`config.mk`:
```
export PLATFORM = sky130hd
export DESIGN_NAME = rss_ctrl
export DESIGN_NICKNAME = d
export VERILOG_FILES = /design/src/rtl/rss_pkg.sv /design/src/rtl/rss_ctrl.sv
export SDC_FILE = /design/constraint.sdc
export NUM_CORES = 1
export LEC_CHECK = 0
export BUFFER_PORTS_ARGS = -buffer_cell sky130_fd_sc_hd__buf_2
export CAP_MARGIN = 20
export CORE_AREA = 4 4 41 43
export DETAILED_ROUTE_END_ITERATION = 12
export DIE_AREA = 0 0 45 47
export PLACE_DENSITY = 0.37
export SLEW_MARGIN = 0
export SYNTH_ARGS = -nofsm -noshare
export SYNTH_HDL_FRONTEND = slang
export SYNTH_SLANG_ARGS = --single-unit
export TNS_END_PERCENT = 5
```
`constraint.sdc`:
```
create_clock -name clock -period 1.1 [get_ports clock]
set_input_delay 0.055 -clock clock [delete_from_list [all_inputs] [get_ports clock]]
set_output_delay 0.055 -clock clock [all_outputs]
set_load 0.05 [all_outputs]
```
`src/rtl/rss_pkg.sv`:
```
`default_nettype none

package rss_pkg;

   // Block dimensions
   localparam int QUERY_MAX      = 16;
   localparam int HIT_CAP        = 256;
   localparam int NAME_LIMIT     = 127;
   localparam int CATEGORY_COUNT = 4;

   // Field widths
   localparam int MODE_W   = 3;
   localparam int BYTE_W   = 8;
   localparam int CAT_W    = 2;
   localparam int NUM_W    = 16;
   localparam int SLOT_W   = 8;
   localparam int SHOWN_W  = 9;
   localparam int TOTAL_W  = 16;
   localparam int QLEN_W   = 5;
   localparam int POS_W    = 8;
   localparam int ENTRY_W  = CAT_W + NUM_W;
   localparam int QUERY_W  = 128;

   // Configuration port
   localparam int PADDR_W  = 5;
   localparam int PDATA_W  = 64;

   // Hit list sizing
   localparam int CNT_W    = $clog2(HIT_CAP + 1);
   localparam int ADDR_W   = (HIT_CAP > 1) ? $clog2(HIT_CAP) : 1;
   localparam int CMP_W    = (((CNT_W + 1) > SLOT_W) ? (CNT_W + 1) : SLOT_W) + 1;

   localparam logic [TOTAL_W-1:0] TOTAL_MAX = '1;

   // Transaction modes
   localparam logic [MODE_W-1:0] MODE_NAME   = 3'd0;
   localparam logic [MODE_W-1:0] MODE_KEY    = 3'd1;
   localparam logic [MODE_W-1:0] MODE_FINISH = 3'd2;
   localparam logic [MODE_W-1:0] MODE_CLEAR  = 3'd3;
   localparam logic [MODE_W-1:0] MODE_READ   = 3'd4;

   // Register indexes (paddr[4:3])
   localparam logic [1:0] REG_QUERY_LOW    = 2'd0;
   localparam logic [1:0] REG_QUERY_HIGH   = 2'd1;
   localparam logic [1:0] REG_QUERY_LENGTH = 2'd2;

   // Controller to datapath
   typedef struct packed {
      logic take;
      logic exec;
      logic load_out;
   } rss_cmd_type;

   // Datapath to controller
   typedef struct packed {
      logic [MODE_W-1:0] mode;
      logic              out_free;
   } rss_status_type;

endpackage

`default_nettype wire

```
`src/rtl/rss_ctrl.sv`:
```
`default_nettype none

module rss_ctrl
   import rss_pkg::*;
(
   input  wire logic           clock,
   input  wire logic           reset,
   input  wire logic           req_valid,
   output logic                req_stall,
   input  wire rss_status_type status,
   output rss_cmd_type         cmd
);

   localparam logic [1:0] ST_IDLE = 2'd0;
   localparam logic [1:0] ST_EXEC = 2'd1;
   localparam logic [1:0] ST_RESP = 2'd2;

   logic [1:0] state_ff;
   logic [1:0] state_in;

   // Sequence one transaction: take, execute, then respond if it has a result
   always_comb begin
      state_in     = state_ff;
      req_stall    = 1'b1;
      cmd.take     = 1'b0;
      cmd.exec     = 1'b0;
      cmd.load_out = 1'b0;
      unique case (state_ff)
         ST_IDLE: begin
            req_stall = 1'b0;
            if (req_valid) begin
               cmd.take = 1'b1;
               state_in = ST_EXEC;
            end
         end
         ST_EXEC: begin
            cmd.exec = 1'b1;
            if (status.mode == MODE_FINISH || status.mode == MODE_READ) begin
               state_in = ST_RESP;
            end else begin
               state_in = ST_IDLE;
            end
         end
         ST_RESP: begin
            if (status.out_free) begin
               cmd.load_out = 1'b1;
               state_in     = ST_IDLE;
            end
         end
         default: begin
            state_in = ST_IDLE;
         end
      endcase
   end

   always_ff @(posedge clock) begin
      if (reset) begin
         state_ff <= ST_IDLE;
      end else begin
         state_ff <= state_in;
      end
   end

endmodule

`default_nettype wire

```
======== Yosys cells after proc, flatten, opt, wreduce, memory -nomap -nowiden ========
Cells that the tools add are included.
storage, ports and cells
  output and inout port bits .............. 4
  logic and storage cells ................. 20
  register bits after elaboration ......... 2
cells by class
  reduce and logical (&&, ||, !) cells .... 3
  muxes and demuxes ....................... 10
  equal/unequal tests ..................... 6
operators by type and width
  cell                number
  $mux 1              6
  $mux 2              3
  $pmux 2 s3          1
  $ne 2x2->1 const B  2
  $eq 3x2->1 const B  1
  $eq 3x3->1 const B  1
  $eq 2x1->1 const B  1
  $eq 2x2->1 const B  1
  $logic_not 2->1     1
  $reduce_and 2->1    1
  $logic_or 1x1->1    1

======== Logic depth before layout (Yosys ltp) ========
Gate-level depths: netlist (run 1).
  depth after elaboration ................. 4
  mapped depth ............................ 2
  mapped depth without buffers ............ 2

======== Worst setup path before layout (run 1) ========
No wires, ideal clock.
  path type ............................... register -> register
  start ................................... reg state_ff[0]
  end ..................................... reg state_ff[1]
  cell stages (with the launch flop) ...... 3
  setup slack ............................. -306 ps
  library setup time ...................... 61 ps
  arrival ................................. 1345 ps
  data required time ...................... 1039 ps
  period minus slack after synthesis ...... 1406 ps
  cells stage by stage .................... dfxtp_1 > nor2b_1 > a31o_1
between the ends
  word-level cells in the longest chain between the ends .. 3
  elaborated cells on any way between the ends .. 7
  classes of those cells .................. 4 x eq/ne; 1 x mux; 2 x reduce/logical
RTL lines
  item                                           RTL line        RTL
  start: declaration                             rss_ctrl.sv:18  logic [1:0] state_ff;
  start signal: assignment                       rss_ctrl.sv:60  state_ff <= state_in;
  $eq 2x2->1 or $logic_not 2->1 (tied branches)  rss_ctrl.sv:28  unique case (state_ff)
  $ne 2x2->1 (no line)                           n/a
  $reduce_and 2->1 (no line)                     n/a
Several ways; a longest one is shown, not always the timed one.
A chain may end at the register's enable or synchronous reset.

==> results of run 1 <==
[worst max-delay path, cell delays in order, from the launching register on]
cell and delay, ns:
dfxtp_2 0.36, and3b_2 0.21, buf_4 0.18
[power by group through the flow]
stage / Combinational [mW] / Clock (mW) / Sequential, mW
2_1_floorplan: 0.0498 / 0 / 0.0817
3_3_place_gp: 0.0714 / 0 / 0.0819
3_5_place_dp: 0.0721 / 0 / 0.0822
4_1_cts: 0.0800 / 0.176 / 0.0819
5_1_grt: 0.0918 / 0.186 / 0.0813
6_report: 0.0861 / 0.161 / 0.0803
[layout make-up]
cell class,count,share of cell area [%]
Timing Repair Buffer,10,29.1
Multi-Input combinational cell,9,35.7
Sequential cell,2,18.4
Clock buffer,3,9.18
Tap cell,15,7.65
[cells by family (layout without fill, tap and decap cells)]
family / Yosys count / after routing
AO/OA/AOI/OAI: 1 / 1
XOR/XNOR: 1 / 1
buffers and inverters: 0 / 13
flip-flops: 2 / 2
AND/OR/NAND/NOR: 7 / 7
[layer usage]
metal | up-vias | GRT usage (%) | part of all wire, %
met5 | - | 0 | 0
met4 | 0 | 5.26 | 0
met3 | 0 | 5.36 | 20
met2 | 10 | 5.37 | 32
met1 | 48 | 5.43 | 48
li1 | 66 | - | -
[metrics by stage]
stage	setup TNS [ns]	power [mW]	util, %	cell area, µm²
6_report	0	0.327	18.8	245
3_3_place_gp	0	0.153	14.9	194
2_1_floorplan	-0.0273	0.131	-	125
4_1_cts	-0.00310	0.338	17.9	233
3_5_place_dp	0	0.154	14.9	194
5_1_grt	0	0.359	18.8	245
[worst max path at each step]
| stage | start | to | depth (start not counted) | slack (ns) |
|---|---|---|---|---|
| finish | state_ff[0] | cmd[0] | 2 | 0.06 |
| global route | state_ff[0] | cmd[2] | 2 | 0.008 |
| CTS | state_ff[1] | req_stall | 2 | -0.003 |
| detailed placement | state_ff[1] | cmd[0] | 2 | 0.15 |
| global placement | state_ff[1] | cmd[0] | 2 | 0.16 |
| floorplan | state_ff[1] | state_ff[0] | 2 | -0.03 |
[synth_stat cells]
library cell | n | share of area [%]
nor3b_2 | 1 | 11
a31o_1 | 1 | 7.9
nor4b_1 | 1 | 7.9
and3b_2 | 1 | 9.0
or2_2 | 1 | 5.6
xor2_1 | 1 | 7.9
dfxtp_1 | 2 | 36
nor2_1 | 1 | 3.4
nor2b_1 | 2 | 11
[repair_timing]
item | in CTS | in global routing
pin swaps | 0 | 1
resized for setup | 7 | 4
endpoints found under the setup margin | 4 | 2
==> qor.csv, run 1 <==
metric,value,unit
syn_nets,18,
Syn. warnings,0,
Avg Inst Size Synth,10.1,µm²
min cycle time layout,1.04,ns
row cnt,13,
Setup Crit Path Kind,reg2out,
most flop-heavy register,state_ff,
clock power share,49.2,%
fmax,966,MHz
setup slack after layout,0.0649,ns
worst reg2reg path depth,2,
CTS H-tree lvls,1,
hold_buf cts,0,
share of cells above drive strength 1,79.2,%
Post-Synth Simple-Gate Area,48.3,%
R2R setup slack,0.26,ns
Worst Clk Skew,0.000102,ns
Layout Cells excl Fill,39,
post-synthesis xor/xnor area fraction,7.87,%
Int Power,235,µW
CP Capture Type,primary output,
Initial DRT Pass Iterations,2,
biggest regs,state_ff x2,
PwrDens,1340,nW/µm²
fillcell total,157,
critical path launch point type,register,
Post-DRT Antenna Nets,0,
pre-CTS setup slack,0.148,ns
Hold Path Class,in2reg,
slew margin rel.,82.2,%
I/O pins,11,
die area,2120,µm²
placed cells,36,
hold depth,2,
Area Growth Syn to Fin,120,%
final hold vios,0,
RSZ-0062 raised after global routing,false,
Root Buffer,clkbuf_4,
Compound-Gate Fraction of Synth Area,7.87,%
clock buffer depth,2,
adder-cell share of the synthesized area,0,%
P_leak,0.113,nW
Yosys cell types,9,
Clock Latency Late Sink,0.22,ns
number of global-route vias before repair,152,
Setup Viol. Count Final,0,
WL final,349,µm
1st-iter DRT viols,1,
Gate power share,26.3,%
remaining global-route overflow,0,
max_cap viols,0,
min-delay src,reset,
status,"complete, no violations",
CTS tree,yes,
sequential share of power,24.5,%
synthesized instance count,11,
initial antenna violation count,0,
most frequent cells in the layout,"buf_2, clkbuf_4, buf_4",
"Slew Viols, Final",0,
first-pass GRT wire length,683,µm
drt drc,0,
register area,45.0,µm²
mux contribution to synthesized area,0,%
die width,45,µm
initial core utilization,8.56,%
crit-path max FO,5,
reg2reg start,state_ff[0],
R2R Path End,state_ff[1],
ant diodes,0,
port bufs,10,
core area,1300,µm²
Yosys reg bits,2,
Max rail drop VDD,0.000266,V
"CTS clk-pin slew, worst paths",0.03,ns
max FFs per register,2,
GPL Wtd Cong,0.610,
area of the multi-input gates,87.6,µm²
WHS,0.0178,ns
WP data required,1.04,ns
largest family of logic cells by synthesized area,simple AND/OR/NAND/NOR gates,
net switching power,92.3,µW
largest net degree at the start of global routing,6,
Routed WL per cell,8.95,µm
Vias,124,
Sw Ratio,28.2,%
clock sinks,2,
Post-Syn Area,111,µm²
cts bufs inserted,3,
Post-CTS Setup Bufs,0,
Vias/cell,3.18,
"most common cell after layout, fill and taps aside",buf_2,
final worst-path cycle share,94.1,%
Crit path arrival time,0.98,ns
Die Span Y,47,µm
nets@finish,33,
Tightest Pin Transition,0.263,ns
Total Routing Usage GR,5.21,%
"Seq/Total Area, Yosys",36.0,%
Hold Crit Endpoint,state_ff[0],
No activity file was read; power rests on OpenSTA's default activity.
==> run 2, diff against run 1 <==
--- a/config.mk
+++ b/config.mk
@@ -5,6 +5,7 @@
 export SDC_FILE = /design/constraint.sdc
 export NUM_CORES = 1
 export LEC_CHECK = 0
+export ABC_AREA = 1
 export BUFFER_PORTS_ARGS = -buffer_cell sky130_fd_sc_hd__buf_2
 export CAP_MARGIN = 20
 export CORE_AREA = 4 4 41 43
==> run 2 against run 1 <==
Effect of this change:
- hold slack got worse by 0.0087 ns
- clock power is essentially flat
- power fell by 2.2%
- sequential share of layout area shrank 1.3 points
- wire length down 1.7%
- flip-flop and latch count is the same
- sequential power decreased by 1%
- critical endpoint unchanged
==> qor.csv, run 2 <==
metric,value,unit
Syn. warnings,0,
"most common cell after layout, fill and taps aside",buf_2,
number of global-route vias before repair,164,
CTS tree,yes,
cts bufs inserted,3,
final hold vios,0,
Setup Viol. Count Final,0,
"Seq/Total Area, Yosys",33.0,%
Sw Ratio,30.0,%
status,"complete, no violations",
sequential share of power,24.7,%
1st-iter DRT viols,0,
clock sinks,2,
drt drc,0,
CP Capture Type,primary output,
Commonest cells post-synth,"inv_1, nand2_1, nor2_1, dfxtp_1, nor3_1",
Area contributors post-synth,"dfxtp_1, inv_1, nand2_1, nor2_1, nor3_1",
Fin Setup TNS,0,ns
share of cells above drive strength 1,60.6,%
met3 WL,28,µm
fmax,957,MHz
largest net degree at the start of global routing,4,
die width,45,µm
GPL Wtd Cong,0.613,
P_leak,0.127,nW
Vias,163,
Total Routing Usage GR,4.34,%
final instance area,234,µm²
core area,1300,µm²
WP data required,1.04,ns
Root Buffer,clkbuf_4,
most frequent cells in the layout,"buf_2, inv_1, clkbuf_4",
Area Growth Syn to Fin,92.8,%
CTS H-tree lvls,1,
post-DP HPWL,285,µm
port bufs,10,
clock buffer depth,2,
row cnt,13,
synthesized instance count,20,
slowest CP cell,dfxtp_1,
Crit path arrival time,0.99,ns
"CTS clk-pin slew, worst paths",0.03,ns
biggest regs,state_ff x2,
CP cell instances,"inv_2, nor3_2, clkbuf_4",
Placed Area,198,µm²
critical path's largest stage delay,0.33,ns
critical path launch point type,register,
initial antenna violation count,0,
Post-synth EDFFs,0,
min cycle time layout,1.04,ns
Clock Latency Late Sink,0.22,ns
first-pass GRT wire length,558,µm
hold_buf cts,0,
Routed WL per cell,7.15,µm
Max rail drop VDD,0.000287,V
Final Util,18.0,%
die area,2120,µm²
slew margin rel.,83.6,%
Die Span Y,47,µm
met2 WL,219,µm
Hold Path Class,in2reg,
Post-DRT Antenna Nets,0,
most frequent cell after synthesis,inv_1,
PwrDens,1370,nW/µm²
initial core utilization,9.33,%
Post-Syn Area,121,µm²
net switching power,96.0,µW
I/O pins,11,
Post-CTS Setup Bufs,0,
final worst-path cycle share,95.0,%
asr flop ratio synth,0,%
Setup Crit Path Kind,reg2out,
"Top FF cell, synth",dfxtp_1,
max FFs per register,2,
met1 wire length,96,µm
nets@finish,42,
Worst Clk Skew,0.00110,ns
largest area contributor in the netlist,dfxtp_1,
Yosys reg bits,2,
WL final,343,µm
ant diodes,0,
remaining global-route overflow,0,
Int Power,224,µW
most flop-heavy register,state_ff,
Yosys cell types,10,
Avg Inst Size Synth,6.07,µm²
"Slew Viols, Final",0,
clock power share,50.3,%
post-synth top area share,33.0,%
syn_nets,27,
Initial DRT Pass Iterations,1,
Vias/cell,3.40,
Gate power share,25.0,%
max_cap viols,0,
Tightest Pin Transition,0.247,ns
uppermost layer routed,met3,
crit-path max FO,3,
==> run 2: final cells by class <==
cell class / instances / area [µm²]
multi-input cells: 12 / 68.8
fillers: 164 / 1070
flip-flops and latches: 2 / 40.0
well taps: 15 / 18.8
repair buffers: 10 / 61.3
inverters: 6 / 22.5
clock buffers: 3 / 22.5
==> run 2: timing repair <==
| item | 4_1_cts | 5_1_grt |
|---|---|---|
| endpoints found under the hold margin | 0 | 0 |
| endpoints found under the setup margin | 2 | 3 |
| gates cloned | 0 | 0 |
| gates resized for setup | 1 | 5 |
| pin swaps | 0 | 0 |
==> run 2: path summary, 6_finish.rpt <==
| check | from | endpoint | slack [ns] | depth (start not counted) |
|---|---|---|---|---|
| min reg2reg | state_ff[1] | state_ff[1] | 0.51 | 2 |
| min | reset | state_ff[1] | 0.009 | 2 |
| max reg2reg | state_ff[0] | state_ff[1] | 0.36 | 4 |
| max | state_ff[1] | cmd[0] | 0.06 | 3 |
==> run 2: logic make-up after synthesis <==
family                 after synthesis  share of synthesized area, %
and+or+nand+nor                     11                          41.2
buffers and inverters                6                          18.6
DFF                                  2                          33.0
AOI/OAI and AO/OA                    1                          7.22
==> run 2: per-stage QoR <==
step | power (mW) | hold slack [ns] | setup WS (ns) | instances
2_1_floorplan | 0.131 | 0.117 | -0.207 | 20
3_3_place_gp | 0.154 | 0.249 | 0.226 | 45
3_5_place_dp | 0.154 | 0.241 | 0.226 | 45
4_1_cts | 0.327 | 0.00356 | -0.0221 | 48
5_1_grt | 0.341 | 0.0184 | -0.0205 | 48
6_report | 0.320 | 0.00906 | 0.0554 | 48
==> run 2: critical path: cells and delay by family (launching register included) <==
kind | cells | cell delay, ns
buf+inv | 2 | 0.31
flops | 1 | 0.33
simple gates | 1 | 0.13
==> run 2: power by group through the flow <==
stage / Combinational (mW) / Clock (mW) / Sequential, mW
4_1_cts: 0.0758 / 0.172 / 0.0792
6_report: 0.0801 / 0.161 / 0.0792
5_1_grt: 0.0871 / 0.174 / 0.0797
2_1_floorplan: 0.0509 / 0 / 0.0798
3_3_place_gp: 0.0742 / 0 / 0.0800
3_5_place_dp: 0.0737 / 0 / 0.0801
==> run 2: metal layers <==
metal,up-vias,track usage (%)
met5,-,0
met4,0,7.02
met3,0,3.07
met2,3,6.21
met1,76,2.94
li1,84,-
